<file path="src/rtl/core/kpe_pkg.sv">
// ----------------------------------------------------------------------------
// kpe_pkg
// Shared types, codes and constants of the key press event classifier.
// ----------------------------------------------------------------------------
package kpe_pkg;

  // key count and the key that also reports a long hold
  localparam int unsigned NUM_KEYS       = 6;
  localparam int unsigned HOLD_KEY_INDEX = 2;

  // field widths
  localparam int unsigned KeyW    = 3;
  localparam int unsigned CodeW   = 3;
  localparam int unsigned LevelW  = 6;
  localparam int unsigned TimeW   = 16;
  localparam int unsigned TickW   = 10;
  localparam int unsigned ModeW   = 3;
  localparam int unsigned ModesW  = 18;
  localparam int unsigned ActW    = 2;
  localparam int unsigned CfgIdxW = 3;
  localparam int unsigned CfgDatW = 18;

  // counter cap and long hold mark, ms
  localparam logic [TimeW-1:0] CntCap = 16'd60000;
  localparam logic [TimeW-1:0] HoldMs = 16'd8000;

  // result queue
  localparam int unsigned FifoDepth = 4;
  localparam int unsigned FifoPtrW  = $clog2(FifoDepth);
  localparam int unsigned FifoCntW  = $clog2(FifoDepth + 1);

  typedef enum logic [ModeW-1:0] {
    ModeOff    = 3'd0,
    ModeCont   = 3'd1,
    ModeRepeat = 3'd2,
    ModeSingle = 3'd3,
    ModeDual   = 3'd4,
    ModeTreble = 3'd5
  } mode_e;

  typedef enum logic [CodeW-1:0] {
    EvPrimary = 3'd0,
    EvLong    = 3'd1,
    EvLongRel = 3'd2,
    EvDouble  = 3'd3,
    EvHold    = 3'd4
  } ev_code_e;

  typedef enum logic [ActW-1:0] {
    ActNone    = 2'd0,
    ActPrimary = 2'd1,
    ActLong    = 2'd2,
    ActDouble  = 2'd3
  } act_e;

  typedef enum logic [CfgIdxW-1:0] {
    CfgTickMs      = 3'd0,
    CfgRepeatDelay = 3'd1,
    CfgRepeatRate  = 3'd2,
    CfgShortLimit  = 3'd3,
    CfgLongTime    = 3'd4,
    CfgClickGap    = 3'd5,
    CfgKeyModes    = 3'd6
  } cfg_idx_e;

  typedef struct packed {
    logic [TickW-1:0]  tick_ms;
    logic [TimeW-1:0]  repeat_delay;
    logic [TimeW-1:0]  repeat_rate;
    logic [TimeW-1:0]  short_press_limit;
    logic [TimeW-1:0]  long_press_time;
    logic [TimeW-1:0]  click_gap_limit;
    logic [ModesW-1:0] key_modes;
  } cfg_t;

  // one memory entry: the state of one key
  typedef struct packed {
    logic [TimeW-1:0] press;
    logic [TimeW-1:0] release_ms;
    logic [ActW-1:0]  prior;
  } key_state_t;

  // evaluation result of one key
  typedef struct packed {
    key_state_t       next;
    logic             ev_valid;
    logic [CodeW-1:0] ev_code;
    logic             hold;
  } key_eval_t;

  // one queued result
  typedef struct packed {
    logic [KeyW-1:0]  key;
    logic [CodeW-1:0] code;
    logic             last;
  } out_item_t;

endpackage

</file>
<file path="src/rtl/core/kpe_cfg_regs.sv">
// ----------------------------------------------------------------------------
// kpe_cfg_regs
// Configuration register file, written one register per request.
// ----------------------------------------------------------------------------
module kpe_cfg_regs (
  input  logic                         clk_i,
  input  logic                         rst_ni,
  input  logic                         cfg_valid_i,
  input  logic [kpe_pkg::CfgIdxW-1:0]  cfg_index_i,
  input  logic [kpe_pkg::CfgDatW-1:0]  cfg_data_i,
  output kpe_pkg::cfg_t                cfg_o
);
  import kpe_pkg::*;

  cfg_t cfg_q;

  // register writes, unknown indexes are dropped
  always_ff @(posedge clk_i or negedge rst_ni) begin
    if (!rst_ni) begin
      cfg_q.tick_ms           <= 10'd10;
      cfg_q.repeat_delay      <= 16'd500;
      cfg_q.repeat_rate       <= 16'd100;
      cfg_q.short_press_limit <= 16'd500;
      cfg_q.long_press_time   <= 16'd1500;
      cfg_q.click_gap_limit   <= 16'd300;
      cfg_q.key_modes         <= 18'd153892;
    end else if (cfg_valid_i) begin
      case (cfg_index_i)
        CfgTickMs:      cfg_q.tick_ms           <= cfg_data_i[TickW-1:0];
        CfgRepeatDelay: cfg_q.repeat_delay      <= cfg_data_i[TimeW-1:0];
        CfgRepeatRate:  cfg_q.repeat_rate       <= cfg_data_i[TimeW-1:0];
        CfgShortLimit:  cfg_q.short_press_limit <= cfg_data_i[TimeW-1:0];
        CfgLongTime:    cfg_q.long_press_time   <= cfg_data_i[TimeW-1:0];
        CfgClickGap:    cfg_q.click_gap_limit   <= cfg_data_i[TimeW-1:0];
        CfgKeyModes:    cfg_q.key_modes         <= cfg_data_i[ModesW-1:0];
        default: ;
      endcase
    end
  end

  assign cfg_o = cfg_q;

endmodule

</file>
<file path="src/rtl/core/kpe_state_mem.sv">
// ----------------------------------------------------------------------------
// kpe_state_mem
// Per-key state memory: one write and one registered read port, with a
// valid bit per entry so that reset clears every key at once.
// ----------------------------------------------------------------------------
module kpe_state_mem (
  input  logic                      clk_i,
  input  logic                      rst_ni,
  input  logic                      rd_en_i,
  input  logic [kpe_pkg::KeyW-1:0]  rd_addr_i,
  output kpe_pkg::key_state_t       rd_data_o,
  input  logic                      wr_en_i,
  input  logic [kpe_pkg::KeyW-1:0]  wr_addr_i,
  input  kpe_pkg::key_state_t       wr_data_i
);
  import kpe_pkg::*;

  key_state_t          mem_q [NUM_KEYS];
  logic [NUM_KEYS-1:0] valid_q;
  key_state_t          rdata_q;
  logic                rvalid_q;

  // storage array
  always_ff @(posedge clk_i) begin
    if (wr_en_i) begin
      mem_q[wr_addr_i] <= wr_data_i;
    end
  end

  // entry valid bits
  always_ff @(posedge clk_i or negedge rst_ni) begin
    if (!rst_ni) begin
      valid_q <= '0;
    end else if (wr_en_i) begin
      valid_q[wr_addr_i] <= 1'b1;
    end
  end

  // registered read, data holds until the next read
  always_ff @(posedge clk_i) begin
    if (rd_en_i) begin
      rdata_q <= mem_q[rd_addr_i];
    end
  end

  always_ff @(posedge clk_i or negedge rst_ni) begin
    if (!rst_ni) begin
      rvalid_q <= 1'b0;
    end else if (rd_en_i) begin
      rvalid_q <= valid_q[rd_addr_i];
    end
  end

  // an entry never written reads as the reset state
  assign rd_data_o = rvalid_q ? rdata_q : '0;

endmodule

</file>
<file path="src/rtl/core/kpe_key_eval.sv">
// ----------------------------------------------------------------------------
// kpe_key_eval
// Update of one key per scan: counters, mode event, long hold flag and the
// state to write back.
// ----------------------------------------------------------------------------
module kpe_key_eval (
  input  kpe_pkg::cfg_t              cfg_i,
  input  logic [kpe_pkg::KeyW-1:0]   key_i,
  input  logic                       down_i,
  input  logic [kpe_pkg::ModeW-1:0]  mode_i,
  input  kpe_pkg::key_state_t        cur_i,
  output kpe_pkg::key_eval_t         eval_o
);
  import kpe_pkg::*;

  logic [TimeW-1:0] press_d;
  logic [TimeW-1:0] rel_d;
  logic [ActW-1:0]  prior_d;
  logic [TimeW-1:0] tick;
  logic [TimeW:0]   repeat_mark;
  logic             rel_press;
  logic             hold_key;

  assign tick        = TimeW'(cfg_i.tick_ms);
  assign repeat_mark = {1'b0, cfg_i.repeat_delay} + {1'b0, cfg_i.repeat_rate};
  assign hold_key    = (HOLD_KEY_INDEX < NUM_KEYS) && (key_i == KeyW'(HOLD_KEY_INDEX));

  always_comb begin
    press_d         = cur_i.press;
    rel_d           = cur_i.release_ms;
    prior_d         = cur_i.prior;
    rel_press       = 1'b0;
    eval_o.ev_valid = 1'b0;
    eval_o.ev_code  = EvPrimary;
    eval_o.hold     = 1'b0;

    if (mode_i != ModeOff) begin
      // saturating-start counters
      if (down_i) begin
        if (cur_i.press < CntCap) press_d = cur_i.press + tick;
      end else begin
        if (cur_i.release_ms < CntCap) rel_d = cur_i.release_ms + tick;
      end
      rel_press = (press_d != '0) && !down_i;

      // mode events
      case (mode_i)
        ModeCont: begin
          if (down_i) begin
            eval_o.ev_valid = 1'b1;
            prior_d         = ActPrimary;
          end
        end
        ModeRepeat: begin
          if (rel_press && press_d < cfg_i.repeat_delay) begin
            eval_o.ev_valid = 1'b1;
            prior_d         = ActPrimary;
          end else if (down_i && {1'b0, press_d} > repeat_mark) begin
            eval_o.ev_valid = 1'b1;
            press_d         = press_d - cfg_i.repeat_rate;
            prior_d         = ActPrimary;
          end
        end
        ModeSingle: begin
          if (rel_press) begin
            eval_o.ev_valid = 1'b1;
            prior_d         = ActPrimary;
          end
        end
        ModeDual: begin
          if (rel_press && press_d < cfg_i.short_press_limit) begin
            eval_o.ev_valid = 1'b1;
            prior_d         = ActPrimary;
          end else if (down_i && press_d == cfg_i.long_press_time) begin
            eval_o.ev_valid = 1'b1;
            eval_o.ev_code  = EvLong;
            prior_d         = ActLong;
          end else if (rel_press && press_d > cfg_i.long_press_time) begin
            eval_o.ev_valid = 1'b1;
            eval_o.ev_code  = EvLongRel;
          end
        end
        ModeTreble: begin
          // a lone click resolves once the gap has run out
          if (press_d == '0 && !down_i && rel_d > cfg_i.click_gap_limit &&
              cur_i.prior == ActPrimary) begin
            eval_o.ev_valid = 1'b1;
            prior_d         = ActNone;
          end
          if (rel_press && press_d < cfg_i.short_press_limit) begin
            if (rel_d <= cfg_i.click_gap_limit && cur_i.prior == ActPrimary) begin
              eval_o.ev_valid = 1'b1;
              eval_o.ev_code  = EvDouble;
              prior_d         = ActDouble;
            end else begin
              prior_d = ActPrimary;
            end
          end else if (down_i && press_d == cfg_i.long_press_time) begin
            eval_o.ev_valid = 1'b1;
            eval_o.ev_code  = EvLong;
            prior_d         = ActLong;
          end
        end
        default: ;
      endcase

      // release gap restarts on each release in the defined modes
      if (mode_i >= ModeCont && mode_i <= ModeTreble && rel_press) rel_d = '0;

      eval_o.hold = hold_key && down_i && press_d == HoldMs;

      if (!down_i) press_d = '0;
    end

    eval_o.next.press      = press_d;
    eval_o.next.release_ms = rel_d;
    eval_o.next.prior      = prior_d;
  end

endmodule

</file>
<file path="src/rtl/core/kpe_event_fifo.sv">
// ----------------------------------------------------------------------------
// kpe_event_fifo
// Small result queue that drives the output channel.
// ----------------------------------------------------------------------------
module kpe_event_fifo (
  input  logic                        clk_i,
  input  logic                        rst_ni,
  input  logic                        push_i,
  input  kpe_pkg::out_item_t          push_data_i,
  output logic                        full_o,
  output logic                        out_valid_o,
  input  logic                        out_ready_i,
  output kpe_pkg::out_item_t          out_data_o
);
  import kpe_pkg::*;

  out_item_t           buf_q [FifoDepth];
  logic [FifoPtrW-1:0] wr_ptr_q;
  logic [FifoPtrW-1:0] rd_ptr_q;
  logic [FifoCntW-1:0] count_q;
  logic                pop;
  logic                push;

  assign full_o      = (count_q == FifoCntW'(FifoDepth));
  assign out_valid_o = (count_q != '0);
  assign pop         = out_valid_o && out_ready_i;
  assign push        = push_i && !full_o;
  assign out_data_o  = buf_q[rd_ptr_q];

  // entry storage
  always_ff @(posedge clk_i) begin
    if (push) begin
      buf_q[wr_ptr_q] <= push_data_i;
    end
  end

  // pointers and fill level
  always_ff @(posedge clk_i or negedge rst_ni) begin
    if (!rst_ni) begin
      wr_ptr_q <= '0;
      rd_ptr_q <= '0;
      count_q  <= '0;
    end else begin
      if (push) wr_ptr_q <= wr_ptr_q + 1'b1;
      if (pop)  rd_ptr_q <= rd_ptr_q + 1'b1;
      case ({push, pop})
        2'b10:   count_q <= count_q + 1'b1;
        2'b01:   count_q <= count_q - 1'b1;
        default: ;
      endcase
    end
  end

endmodule

</file>
<file path="src/rtl/core/key_press_event_classifier_core.sv">
// ----------------------------------------------------------------------------
// key_press_event_classifier_core
// Classifies the press and release history of six keys into events, one
// scan tick per request, keeping all per-key state in one small memory.
//
//   channel  dir  signals                                    request
//   in       in   in_valid_i/in_ready_o, key_levels_i        one scan tick
//   out      out  out_valid_o/out_ready_i, key_index_o,      one key event
//                 event_code_o, last_event_o
//   cfg      in   cfg_valid_i/cfg_ready_o, cfg_index_i,      one register
//                 cfg_data_i
//
// A scan runs through accept, a memory read, the keys in turn and a closing
// state; a key with both a mode event and a long hold adds a hold state.
// The single read port allows one key a cycle while the result queue has room.
// Reset clears all key state at once through per-entry valid bits.
// When the four-entry result queue is full the key sequencer holds.
// ----------------------------------------------------------------------------
module key_press_event_classifier_core (
  input  logic                         clk_i,
  input  logic                         rst_ni,
  input  logic                         in_valid_i,
  output logic                         in_ready_o,
  input  logic [kpe_pkg::LevelW-1:0]   key_levels_i,
  output logic                         out_valid_o,
  input  logic                         out_ready_i,
  output logic [kpe_pkg::KeyW-1:0]     key_index_o,
  output logic [kpe_pkg::CodeW-1:0]    event_code_o,
  output logic                         last_event_o,
  input  logic                         cfg_valid_i,
  output logic                         cfg_ready_o,
  input  logic [kpe_pkg::CfgIdxW-1:0]  cfg_index_i,
  input  logic [kpe_pkg::CfgDatW-1:0]  cfg_data_i
);
  import kpe_pkg::*;

  localparam logic [2:0] S_IDLE = 3'd0;
  localparam logic [2:0] S_RD   = 3'd1;
  localparam logic [2:0] S_EV   = 3'd2;
  localparam logic [2:0] S_HD   = 3'd3;
  localparam logic [2:0] S_FL   = 3'd4;
  localparam logic [KeyW-1:0] LastKey = KeyW'(NUM_KEYS - 1);

  logic [2:0]        state_q, state_d;
  logic [KeyW-1:0]   key_q, key_d;
  logic [LevelW-1:0] levels_q;
  logic              pend_valid_q, pend_valid_d;
  logic [KeyW-1:0]   pend_key_q, pend_key_d;
  logic [CodeW-1:0]  pend_code_q, pend_code_d;

  cfg_t              cfg;
  key_state_t        rd_data;
  key_eval_t         eval;
  logic              rd_en;
  logic [KeyW-1:0]   rd_addr;
  logic              wr_en;
  logic              fifo_full;
  logic              push;
  out_item_t         push_data;
  out_item_t         out_data;
  logic              new_ev;
  logic [CodeW-1:0]  new_code;
  logic              accept;
  logic              down;

  assign in_ready_o  = (state_q == S_IDLE);
  assign accept      = in_valid_i && in_ready_o;
  assign cfg_ready_o = 1'b1;

  // configuration registers
  kpe_cfg_regs u_cfg (
    .clk_i       (clk_i),
    .rst_ni      (rst_ni),
    .cfg_valid_i (cfg_valid_i),
    .cfg_index_i (cfg_index_i),
    .cfg_data_i  (cfg_data_i),
    .cfg_o       (cfg)
  );

  // per-key state memory
  kpe_state_mem u_mem (
    .clk_i     (clk_i),
    .rst_ni    (rst_ni),
    .rd_en_i   (rd_en),
    .rd_addr_i (rd_addr),
    .rd_data_o (rd_data),
    .wr_en_i   (wr_en),
    .wr_addr_i (key_q),
    .wr_data_i (eval.next)
  );

  // key update for the key under work
  assign down = levels_q[key_q];

  kpe_key_eval u_eval (
    .cfg_i  (cfg),
    .key_i  (key_q),
    .down_i (down),
    .mode_i (cfg.key_modes[ModeW*key_q +: ModeW]),
    .cur_i  (rd_data),
    .eval_o (eval)
  );

  // scan sequencer with one-deep hold-back of the newest result
  always_comb begin
    state_d      = state_q;
    key_d        = key_q;
    pend_valid_d = pend_valid_q;
    pend_key_d   = pend_key_q;
    pend_code_d  = pend_code_q;
    rd_en        = 1'b0;
    rd_addr      = key_q + 1'b1;
    wr_en        = 1'b0;
    new_ev       = 1'b0;
    new_code     = EvHold;
    push         = 1'b0;
    push_data    = '{key: pend_key_q, code: pend_code_q, last: 1'b0};

    case (state_q)
      S_IDLE: begin
        if (accept) begin
          state_d = S_RD;
          key_d   = '0;
        end
      end
      S_RD: begin
        rd_en   = 1'b1;
        rd_addr = key_q;
        state_d = S_EV;
      end
      S_EV: begin
        if (!fifo_full) begin
          wr_en    = 1'b1;
          new_ev   = eval.ev_valid || eval.hold;
          new_code = eval.ev_valid ? eval.ev_code : EvHold;
          if (key_q != LastKey) rd_en = 1'b1;
          if (eval.ev_valid && eval.hold) begin
            state_d = S_HD;
          end else if (key_q == LastKey) begin
            state_d = S_FL;
          end else begin
            key_d = key_q + 1'b1;
          end
        end
      end
      S_HD: begin
        if (!fifo_full) begin
          new_ev   = 1'b1;
          new_code = EvHold;
          if (key_q == LastKey) begin
            state_d = S_FL;
          end else begin
            key_d   = key_q + 1'b1;
            state_d = S_EV;
          end
        end
      end
      S_FL: begin
        if (!pend_valid_q) begin
          state_d = S_IDLE;
        end else if (!fifo_full) begin
          push           = 1'b1;
          push_data.last = 1'b1;
          pend_valid_d   = 1'b0;
          state_d        = S_IDLE;
        end
      end
      default: state_d = S_IDLE;
    endcase

    // a new result releases the one held back
    if (new_ev) begin
      push         = pend_valid_q;
      pend_valid_d = 1'b1;
      pend_key_d   = key_q;
      pend_code_d  = new_code;
    end
  end

  always_ff @(posedge clk_i or negedge rst_ni) begin
    if (!rst_ni) begin
      state_q      <= S_IDLE;
      key_q        <= '0;
      pend_valid_q <= 1'b0;
    end else begin
      state_q      <= state_d;
      key_q        <= key_d;
      pend_valid_q <= pend_valid_d;
    end
  end

  always_ff @(posedge clk_i) begin
    pend_key_q  <= pend_key_d;
    pend_code_q <= pend_code_d;
    if (accept) levels_q <= key_levels_i;
  end

  // result queue
  kpe_event_fifo u_fifo (
    .clk_i       (clk_i),
    .rst_ni      (rst_ni),
    .push_i      (push),
    .push_data_i (push_data),
    .full_o      (fifo_full),
    .out_valid_o (out_valid_o),
    .out_ready_i (out_ready_i),
    .out_data_o  (out_data)
  );

  assign key_index_o  = out_data.key;
  assign event_code_o = out_data.code;
  assign last_event_o = out_data.last;

  // checks
  a_no_push_full: assert property (@(posedge clk_i) disable iff (!rst_ni)
    push |-> !fifo_full) else $error("result pushed into a full queue");

  a_idle_no_pend: assert property (@(posedge clk_i) disable iff (!rst_ni)
    (state_q == S_IDLE) |-> !pend_valid_q) else $error("held result left after scan");

  a_key_range: assert property (@(posedge clk_i) disable iff (!rst_ni)
    wr_en |-> (key_q <= LastKey)) else $error("state write beyond last key");

  a_accept_read: assert property (@(posedge clk_i) disable iff (!rst_ni)
    accept |=> (state_q == S_RD && key_q == '0)) else $error("scan did not start at key 0");

  a_no_rw_same: assert property (@(posedge clk_i) disable iff (!rst_ni)
    (rd_en && wr_en) |-> (rd_addr != key_q)) else $error("read and write hit one entry");

endmodule
</file>
<file path="config.mk">
export PLATFORM = sky130hd
export DESIGN_NAME = key_press_event_classifier_core
export DESIGN_NICKNAME = d
export VERILOG_FILES = /design/src/rtl/core/kpe_pkg.sv /design/src/rtl/core/kpe_cfg_regs.sv /design/src/rtl/core/kpe_state_mem.sv /design/src/rtl/core/kpe_key_eval.sv /design/src/rtl/core/kpe_event_fifo.sv /design/src/rtl/core/key_press_event_classifier_core.sv
export SDC_FILE = /design/constraint.sdc
export NUM_CORES = 1
export LEC_CHECK = 0
export BUFFER_PORTS_ARGS = -buffer_cell sky130_fd_sc_hd__buf_4
export CORE_ASPECT_RATIO = 0.9
export CORE_UTILIZATION = 30
export DETAILED_ROUTE_END_ITERATION = 8
export SETUP_SLACK_MARGIN = 0.1
export SKIP_CTS_REPAIR_TIMING = 1
export SYNTH_ARGS = -nofsm -noshare
export SYNTH_HDL_FRONTEND = slang
export SYNTH_HIERARCHICAL = 1
export SYNTH_SLANG_ARGS = --single-unit
</file>
<file path="constraint.sdc">
create_clock -name clk_i -period 13.7 [get_ports clk_i]
set_input_delay 4.11 -clock clk_i [delete_from_list [all_inputs] [get_ports clk_i]]
set_output_delay 4.11 -clock clk_i [all_outputs]
set_load 0.05 [all_outputs]
</file>
* Word level (Yosys, flattened, before mapping)
Memory sizes are Yosys's and may differ from the RTL's. A register that Yosys moved wholly into a read port is not among the register bits.
Index checks and enable logic that the tools add are counted.
** Cells by class
- Shift-type cells :: 1
- Reductions and logical operators :: 42
- Add/sub/neg operators :: 9
- $lt $le $gt $ge :: 13
- Multiply operators :: 1
- Multiplexer cells :: 83
- Bitwise gates (word level) :: 4
- Equality and inequality tests :: 30
** Operators with widths (count)
- $mux 16 :: 14
- $mux 3 :: 15
- $mux 34 :: 1
- $add 16x10->16 :: 2
- $gt 16x16->1 :: 2
- $lt 16x16->1 :: 2
- $lt 16x16->1 const B :: 2
- $mux 1 :: 25
- $eq 3x3->1 const B :: 8
- $mux 2 :: 11
- $eq 3x2->1 const B :: 7
- $mux 4 :: 5
- $logic_and 1x1->1 :: 19
- $shiftx 18x6->3 :: 1
- $add 16x16->17 :: 1
- $gt 16x17->1 :: 1
- $eq 16x13->1 const B :: 1
- $eq 16x16->1 :: 1
- $le 16x16->1 :: 1
- $logic_not 16->1 :: 1
- $reduce_bool 16->1 :: 1
- $sub 16x16->16 :: 1
- $pmux 3 s5 :: 1
- $reduce_and 2->1 :: 7
- other kinds (31) :: 53
** Storage, ports and cells
- Register bits :: 141
- Input bits :: 32
- Bits in writable memories :: 232
- Memories :: 2
** Memories
- u_mem.mem_q :: depth 6, bits a word 34, rd ports 1, clocked after Yosys merged registers in 1, write ports 1, line kpe_state_mem.sv:18 : key_state_t mem_q [NUM_KEYS];
- u_fifo.buf_q :: depth 4, bits a word 7, rd ports 1, clocked after Yosys merged registers in 0, write ports 1, line kpe_event_fifo.sv:17 : out_item_t buf_q [FifoDepth];

* Logic depth before layout (Yosys ltp)
Gate-level depths: netlist of the first run.
- Depth after elaboration :: 21
- Mapped depth :: 32
- Gate-level depth less buffers :: 32

* Cells and area by module
Netlist of the first run, hierarchy kept.
** By module, submodules not included
- kpe_state_mem :: cells an instance 460, instances 1, area each 9253.9 sq um
- kpe_key_eval :: cells an instance 842, instances 1, area each 5988.2 sq um
- kpe_cfg_regs :: cells an instance 234, instances 1, area each 4149.0 sq um
- kpe_event_fifo :: cells an instance 74, instances 1, area each 1452.6 sq um
- key_press_event_classifier_core :: cells an instance 101, instances 1, area each 1153.6 sq um

* Worst setup path after synthesis of the first run
OpenSTA, ideal clock, no wires.
- Kind :: flip-flop to flip-flop
- Start point :: register u_mem.rvalid_q
- End point :: register u_fifo.count_q[2]
- Slack :: 6.335 ns
- Period minus slack after synthesis :: 7.365 ns
- Library setup time :: 0.125 ns
- Cell stages (with the launch flop) :: 31
- Data required time :: 13.575 ns
- Arrival :: 7.240 ns
- Cell sequence :: dfrtp_1 clkbuf_1 and2_1 ha_1 fa_1 a211o_1 a211oi_1 o21ai_0 nand4_1 xnor2_1 ha_1 and4_1 nand4_1 a31o_2 nand4_1 nor4b_1 nand2_1 nor2_1 mux2_2 a2111oi_0 nor3_1 nor3_1 o21a_1 nor2b_4 inv_1 ha_1 inv_1 fa_1 xor2_1 nor2_1 xor2_1
** RTL lines
- start: declaration :: line kpe_state_mem.sv:21 : logic rvalid_q;
- start signal: assignment :: line kpe_state_mem.sv:50 : rvalid_q <= valid_q[rd_addr_i];
- end signal: assignment :: line kpe_event_fifo.sv:47 : 2'b10: count_q <= count_q + 1'b1;
- end signal: assignment :: line kpe_event_fifo.sv:48 : 2'b01: count_q <= count_q - 1'b1;
- end: declaration :: line kpe_event_fifo.sv:20 : logic [FifoCntW-1:0] count_q;

==> impl.org, run 1 <==
** Synth
- Of the post-synthesis cell area, the dominant cell type holds 0.380.
- In the synthesized netlist the dominant register cell turns out to be edfxtp_1.
- Most area-hungry cell type in the Yosys netlist :: edfxtp_1
- After synthesis the cells add up to 22,000 sq um.
- Number of distinct library cells after synthesis :: 92
- In this run, synthesis inferred 278 flip-flops with an integrated enable.
- For this run, the register share of the synthesized area comes to 0.528.
- In the post-synthesis netlist, the biggest area contributors are edfxtp_1 38%, dfrtp_1 11%, ha_1 7.9%, mux2_2 6.1%, mux4_2 4.6%.
- Ys async rst share :: 0.317
- Counting flops and latches in the post-synthesis netlist gives 407.
- A synthesized cell averages 12.9 sq um.
- Post-synthesis net count :: 1,887
- Syn. warnings :: 6
- Counting every instance in the synthesized netlist gives 1,711.

** Floorplanning
- Measured along the x axis, the die boundary spans 287 um.
- 42 I/O pins were placed.
- Vertical extent of the die :: 259 um
- Core box area :: 72,000 sq um
- For this configuration, the core starts out at a cell density of 0.305.
- The floorplan step defined a die boundary enclosing 74,400 sq um.
- The floorplan has 93 rows.

** Job
- Max-capacitance violation count :: 0

** Clock tree
- Depth of the CTS H-tree :: 2
- CTS placed an instance of clkbuf_16 at the clock tree root.
- After clock tree synthesis, the clock-pin slew on the worst setup and hold paths is 0.06 ns.
- TritonCTS created 43 clock buffers.
- TritonCTS built the clock tree.
- Clock latency on the worst-skew pair :: 0.58 ns
- Clock tree synthesis found a total of 407 sinks.
- Counting along the longest clock path gives a buffer depth of 3.

** Critical path
- Flop2flop setup slack :: 4.98 ns
- For the worst flop-to-flop path, the logic depth is 32.
- Data required, critical path :: 14.15 ns
- The most critical setup path has its endpoint at u_fifo/count_q[2]$_DFFE_PN0P_.
- Among all stages on the critical path, the largest delay is contributed by nor3_1.
- Worst-path maximum fanout :: 35
- Launch point of the critical path :: u_mem/rvalid_q$_DFFE_PN0P_
- Combined buffer and inverter count along the critical path :: 6
- On the critical path the largest part of the delay comes from simple AND/OR/NAND/NOR gates.
- Counting buffers and inverters, the worst setup path is 32 cells deep.
- Delay of the slowest cell on the worst path :: 0.81 ns
- The critical path in this run is classified as flop to flop.
- R2r endpoint :: u_fifo/count_q[2]$_DFFE_PN0P_
- Arrival @ worst endpoint :: 9.16 ns
- The worst setup path is launched from a flop.
- The worst register-to-register path begins at u_mem/rvalid_q$_DFFE_PN0P_.
- CP Capture Type :: flop

** Placed design
- The count of buffers added on input and output ports is 40.
- DPL Wire Length :: 38,600 um
- RD Place Congestion :: 0.914
- After detailed placement, the total cell area comes to 23,300 sq um.
- Number of placed instances with taps included :: 2,658

** GRT
- Entering global routing, the biggest net connects 73 pins.
- GRT Total Usage :: 0.149
- The number of global-route vias before repair was 14,280.
- Global-route wire length before repair :: 85,800 um
- The initial antenna violation count came to 4.
- For this run the aggregate overflow at the end of global routing stands at 0.

** Finish
- Share of final-layout standard cells stronger than drive strength 1 :: 0.215
- At the end of the flow, the number of nets in the layout was 1,929.
- The repair_antennas step left the layout with diodes totalling 0.
- After routing the design area is 24,700 sq um.
- Excluding fillers, the count of instances in the completed layout stands at 2,737.
- Layout Area Growth over Synthesis :: 12.4%

** Detailed routing
- Antenna violation net count after detailed routing :: 0
- In the routed design, unresolved DRC markers number 0.
- Detailed routing inserted a total of 13,998 vias.
- Dividing the detail-routed wire length by the instance count gives 20.2 um.
- The detailed router finished its first iteration with 924 violations.
- First-pass iteration count of the detailed router :: 5
- After detailed routing, the number of vias per cell comes to 5.11.
- After detailed routing, the total wire length is 55,300 um.

** STA
- Measured against its own limit, the worst slew margin works out to 0.138.
- The clock arrives with 0.0265 ns of skew.
- After routing, the total negative slack on setup checks comes to 0 ns.
- Pin slew with the least headroom to its limit :: 1.28 ns
- Subtracting the final worst setup slack from the clock period gives 8.72 ns.
- Unrepaired setup endpoints after global routing :: false
- The number of hold violations in the final report was 0.
- Final number of setup-violating endpoints :: 0
- Derived from the worst setup path, the maximum achievable clock frequency is 115 MHz.
- In the finished design, the share of the clock period the worst path needs comes to 0.636.
- The number of pins exceeding their max-slew limit in the final report came to 0.

** Hold path
- In this run the worst hold path is classified as flop to flop.

** Status
- The flow ran to the end, and the final reports show no timing, DRC or antenna violations.
## stage by stage
stage | setup slack (ns) | hold WS [ns] | utilization
2_1_floorplan | 6.33 | 0.430 | -
3_3_place_gp | 5.28 | 0.444 | 0.324
3_5_place_dp | 5.07 | 0.449 | 0.324
4_1_cts | 5.05 | 0.464 | 0.343
5_1_grt | 4.42 | 0.478 | 0.343
6_report | 4.98 | 0.465 | 0.343
## state kept, by name (all words and copies together) (netlist names)
signal / cells
u_mem/rdata_q: 34
key_q: 3
u_fifo/buf_q: 28
state_q: 3
pend_key_q: 3
pend_code_q: 3
u_mem/mem_q: 204
u_fifo/wr_ptr_q: 2
pend_valid_q: 1
u_mem/rvalid_q: 1
u_cfg/cfg_o: 108
u_fifo/rd_ptr_q: 2
u_fifo/count_q: 3
levels_q: 6
u_mem/valid_q: 6
## synthesized netlist by cell type, drive strengths merged (46+ instances only)
cell type and count:
a21oi 92, and2 50, dfrtp 94, edfxtp 278
ha 139, inv 114, mux2 120, mux2i 54
mux4 46, nand2 74, nor2 91, o21ai 59
## cell usage in the layout (no fill, tap or decap), types with 14 or more instances in the layout
master	instances
ha_1	139
o21ai_0	57
a21oi_1	91
a21o_1	23
nor2_1	85
dfstp_2	35
nand3_1	27
mux2_2	119
edfxtp_1	278
clkbuf_16	43
buf_4	62
dfrtp_1	94
xor2_1	19
mux2i_1	54
nor3_1	16
nand2_1	73
inv_1	114
nand2b_1	17
a22o_1	18
o21a_1	24
mux4_2	45
xnor2_1	35
nor2b_1	14
and2_1	45
nand4_1	16
## final cells by class
type                       instances  area, sq um
sequential                       407        11600
fill                            7015        47300
multi-input combinational       1124         9610
tap                              950         1190
clock inverter                    23          234
timing repair buffer              63          477
inverter                         114          428
clock buffer                      56         1160
## logic make-up after synthesis
logic type	Yosys count	synth area share
flip-flops	407	0.528
XOR/XNOR	56	0.0223
multiplexers	220	0.133
adder cells (fa/ha/maj)	144	0.0836
AO/OA/AOI/OAI	323	0.0993
AND/OR/NAND/NOR	379	0.0936
buffers and inverters	180	0.0392
other	2	0.000341
## metal layers
metal | part of all wire | vias up | track usage
met2 | 0.45 | 305 | 0.232
met5 | 0 | - | 0
met4 | 0.018 | 0 | 0.0353
met3 | 0.049 | 63 | 0.0236
li1 | - | 6496 | -
met1 | 0.48 | 7134 | 0.215
## how the worst min path moves through the flow
stage	start	end	slack, ns	depth (start not counted)
4_1_cts	u_mem/valid_q[3]$_DFFE_PN0P_	u_mem/valid_q[3]$_DFFE_PN0P_	0.46	1
6_report	u_mem/valid_q[3]$_DFFE_PN0P_	u_mem/valid_q[3]$_DFFE_PN0P_	0.47	1
3_3_place_gp	u_mem/valid_q[1]$_DFFE_PN0P_	u_mem/valid_q[1]$_DFFE_PN0P_	0.44	1
3_5_place_dp	u_mem/valid_q[3]$_DFFE_PN0P_	u_mem/valid_q[3]$_DFFE_PN0P_	0.45	1
2_1_floorplan	u_mem/valid_q[1]$_DFFE_PN0P_	u_mem/valid_q[1]$_DFFE_PN0P_	0.43	1
5_1_grt	u_mem/valid_q[3]$_DFFE_PN0P_	u_mem/valid_q[3]$_DFFE_PN0P_	0.48	1
Power of run 1 is left out: the tool's default activity adds up to more than one toggle a clock period on the data nets, which glitch-free logic cannot reach.
==> run 2: changes to the inputs <==
--- a/config.mk
+++ b/config.mk
@@ -5,6 +5,7 @@
 export SDC_FILE = /design/constraint.sdc
 export NUM_CORES = 1
 export LEC_CHECK = 0
+export ABC_AREA = 1
 export BUFFER_PORTS_ARGS = -buffer_cell sky130_fd_sc_hd__buf_4
 export CORE_ASPECT_RATIO = 0.9
 export CORE_UTILIZATION = 30
==> constraint.sdc (replaced) <==
create_clock -name clk_i -period 8 [get_ports clk_i]
set_input_delay 2.4 -clock clk_i [delete_from_list [all_inputs] [get_ports clk_i]]
set_output_delay 2.4 -clock clk_i [all_outputs]
set_load 0.05 [all_outputs]
==> impl.org, run 2 <==
** Finish
- Most used cells in the layout excluding fill and tap cells :: 818 x nand2_1, 299 x inv_1, 278 x edfxtp_1
- The register with the most flip-flops in the layout has 204 of them.
- Register with the most flip-flops :: u_mem/mem_q
- Total inserted antenna cells :: 0
- Share of final-layout standard cells stronger than drive strength 1 :: 0.0955
- The library cell used most frequently in the layout, excluding fill and tap cells, is nand2_1.
- Nets :: 2,803
- Layout Area Growth over Synthesis :: 11.9%

** Detailed routing
- In the final routed layout, each cell accounts on average for 16.6 um.
- The pre-antenna-repair detailed-routing pass consisted of 5 iterations.
- After detailed routing, the number of vias per cell comes to 4.73.
- Number of remaining DRC errors :: 0
- Starting DRT DRC Count :: 1,564
- For this block, the routed nets add up to 60,900 um of wire.
- The detailed router placed 17,383 vias in this run.
- Antenna violation net count after detailed routing :: 0

** Synth
- In this run the cell area of the synthesized design comes to 22,800 sq um.
- Synthesized area divided by synthesized cell count :: 8.77 sq um
- Ys async rst share :: 0.317
- Area contributors post-synth :: edfxtp_1 37%, nand2_1 13%, dfrtp_1 10%, ha_1 7.6%, nand3_1 5.2%
- Number of register bits inferred by synthesis :: 407
- Number of enable flip-flop cells after synthesis :: 278
- The share of the Yosys chip area taken by registers is 0.509.
- Most frequent cell after synthesis :: nand2_1
- Post-synthesis net count :: 2,776
- Post-synth top area share :: 0.366
- The Yosys step of the flow raised 6 warnings.
- Synthesis produced 2,600 cells.
- Post-synth top flop :: edfxtp_1
- Number of distinct library cells after synthesis :: 52
- The largest total area in the synthesized netlist belongs to edfxtp_1.
- Most frequent cells after synthesis :: 818 x nand2_1, 299 x inv_1, 278 x edfxtp_1

** Floorplanning
- The die covers 77,200 sq um.
- From bottom edge to top edge, the die measures 264 um.
- Initial standard-cell utilization of the core :: 0.304
- The total area inside the core boundary comes to 75,000 sq um.
- Number of rows in the core area :: 95
- Width of the die :: 293 um
- Number of I/O pins :: 42

** Critical path
- CP max stage cell :: nand3_2
- CP Capture Type :: flop
- The critical path in this run is classified as flop to flop.
- Along the worst path, the maximum fanout reaches 22.
- At the worst endpoint, the arrival time is 7.49 ns.
- STA classifies the critical path startpoint as a flop.
- For the worst setup path, the data required time is 8.49 ns.
- Most Frequent Cell on Critical Path :: nand2_1
- The largest single stage delay on the critical path is 0.41 ns.

** Placed design
- DPL Wire Length :: 41,600 um
- The congestion estimate from routability-driven global placement came to 0.921.
- The count of buffers added on input and output ports is 40.

** Pwr
- Clock network power share :: 0.173
- Share of total power in combinational logic :: 0.531
- Worst IR Drop VDD :: 197 uV
- Summed over all cells, the static leakage comes to 11.5 nW.
- Of the total power, registers draw 0.296.
- In this run the power density over the cells is 440 nW/um^2.
- Of the total power, the share spent switching nets is 0.460.
- In this run the power spent charging and discharging nets is 5.17 mW.
- Internal Pwr Total :: 6.08 mW

** Clock tree
- Maximum root-to-sink buffer count :: 3
- Clock latency on the worst-skew pair :: 0.57 ns
- TritonCTS clock tree :: built
- TritonCTS buffer count :: 42
- The H-tree was split into 2 levels.
- For this design, the sink count on the clock tree is 407.
- Register clock-pin slew on the reported worst setup and hold paths :: 0.06 ns
- The root buffer cell chosen for the clock tree is clkbuf_16.

** STA
- Summed over all failing endpoints, the final setup total negative slack is 0 ns.
- Setup repair after global routing left no endpoint under its margin.
- Hold Vio Cnt, Final :: 0
- Pin slew with the least headroom to its limit :: 1.01 ns
- Across the routed clock network, the largest skew measured is 0.0161 ns.
- Slew Limit Fails :: 0
- The tightest hold path in the finished design has a slack of 0.457 ns.
- Portion of the clock cycle consumed by the worst path in the final layout :: 0.875
- Max frequency :: 143 MHz
- Final critical-path required period :: 7.00 ns
- Setup violations remaining at the end of the flow were counted as 0.
- Measured against its own limit, the worst slew margin works out to 0.329.

** GRT
- The initial antenna violation count came to 0.
- Largest net degree at the start of global routing :: 91
- GRT Total Usage :: 0.157
- Global route total overflow :: 0
- The number of global-route vias before repair was 16,327.
- Global-route wire length before repair :: 94,900 um

** Status
- Status :: complete, no violations

** Hold path
- The tightest min-delay check is of the flop to flop type.

** Job
- Max-capacitance violation count :: 0
run 2: worst paths after layout:
path / from / to / slack, ns / cells after the start
setup / recovery: key_q[0]$_DFFE_PN0P_ / u_fifo/count_q[1]$_DFFE_PN0P_ / 1.00 / 37
hold / removal: u_mem/valid_q[0]$_DFFE_PN0P_ / u_mem/valid_q[0]$_DFFE_PN0P_ / 0.46 / 2
setup reg to reg: key_q[0]$_DFFE_PN0P_ / u_fifo/count_q[1]$_DFFE_PN0P_ / 1.00 / 37
hold reg to reg: u_mem/valid_q[0]$_DFFE_PN0P_ / u_mem/valid_q[0]$_DFFE_PN0P_ / 0.46 / 2
max in group asynchronous: rst_ni / u_cfg/cfg_o[103]$_DFFE_PN0P_ / 4.85 / 2
min in group asynchronous: rst_ni / u_cfg/cfg_o[76]$_DFFE_PN0P_ / 1.83 / 1
run 2: logic make-up after synthesis:
kind of cell	count (synthesis)	share of synthesized area
other	2	0.000329
and+or+nand+nor	1298	0.240
adders and majority gates	144	0.0806
DFF	407	0.509
buffers and inverters	403	0.0750
AOI/OAI and AO/OA	301	0.0777
xor gates and xnor gates	45	0.0173
run 2: stage by stage:
stage                     instances  utilization  power, mW  area (sq um)  setup slack, ns
final                          3678        0.341       11.2         25500             1.00
after global routing           3678        0.341       12.2         25500            0.231
after CTS                      3678        0.340       11.3         25500            0.797
after detailed placement       3601        0.322       9.30         24200            0.824
after global placement         3601        0.322       9.28         24200             1.08
after floorplan                2600            -       7.70         22800             2.68
run 2: cell type report:
type                       instances  area [sq um]
timing repair buffer              62           469
fill                            7697         49500
multi-input combinational       1790          9580
inverter                         324          1220
clock buffer                      59          1200
clock inverter                    18           178
sequential                       407         11600
tap                             1018          1270
run 2: power groups by stage:
stage	combinational (mW)	sequential, mW	clock [mW]
global placement	5.91	3.37	0
finish	5.97	3.33	1.95
CTS	5.96	3.33	2.00
floorplan	4.45	3.26	0
detailed placement	5.93	3.37	0
global route	6.74	3.37	2.07
run 2: critical path: cells and delay by family, from the launching register on:
kind | cells | cell delay, ns
adders and majority gates | 3 | 1.04
DFF | 1 | 0.35
AOI/OAI and AO/OA | 8 | 1.42
and+or+nand+nor | 22 | 3.32
buffers and inverters | 4 | 0.76
run 2: layer usage:
| layer | GRT usage | wire [um] | vias to the layer above |
|---|---|---|---|
| met5 | 0 | 0 | - |
| met4 | 0.0399 | 1190 | 0 |
| met3 | 0.0409 | 4800 | 80 |
| met2 | 0.236 | 26100 | 512 |
| met1 | 0.224 | 28900 | 8110 |
| li1 | - | - | 8681 |
(Power assumes the default switching activity.)
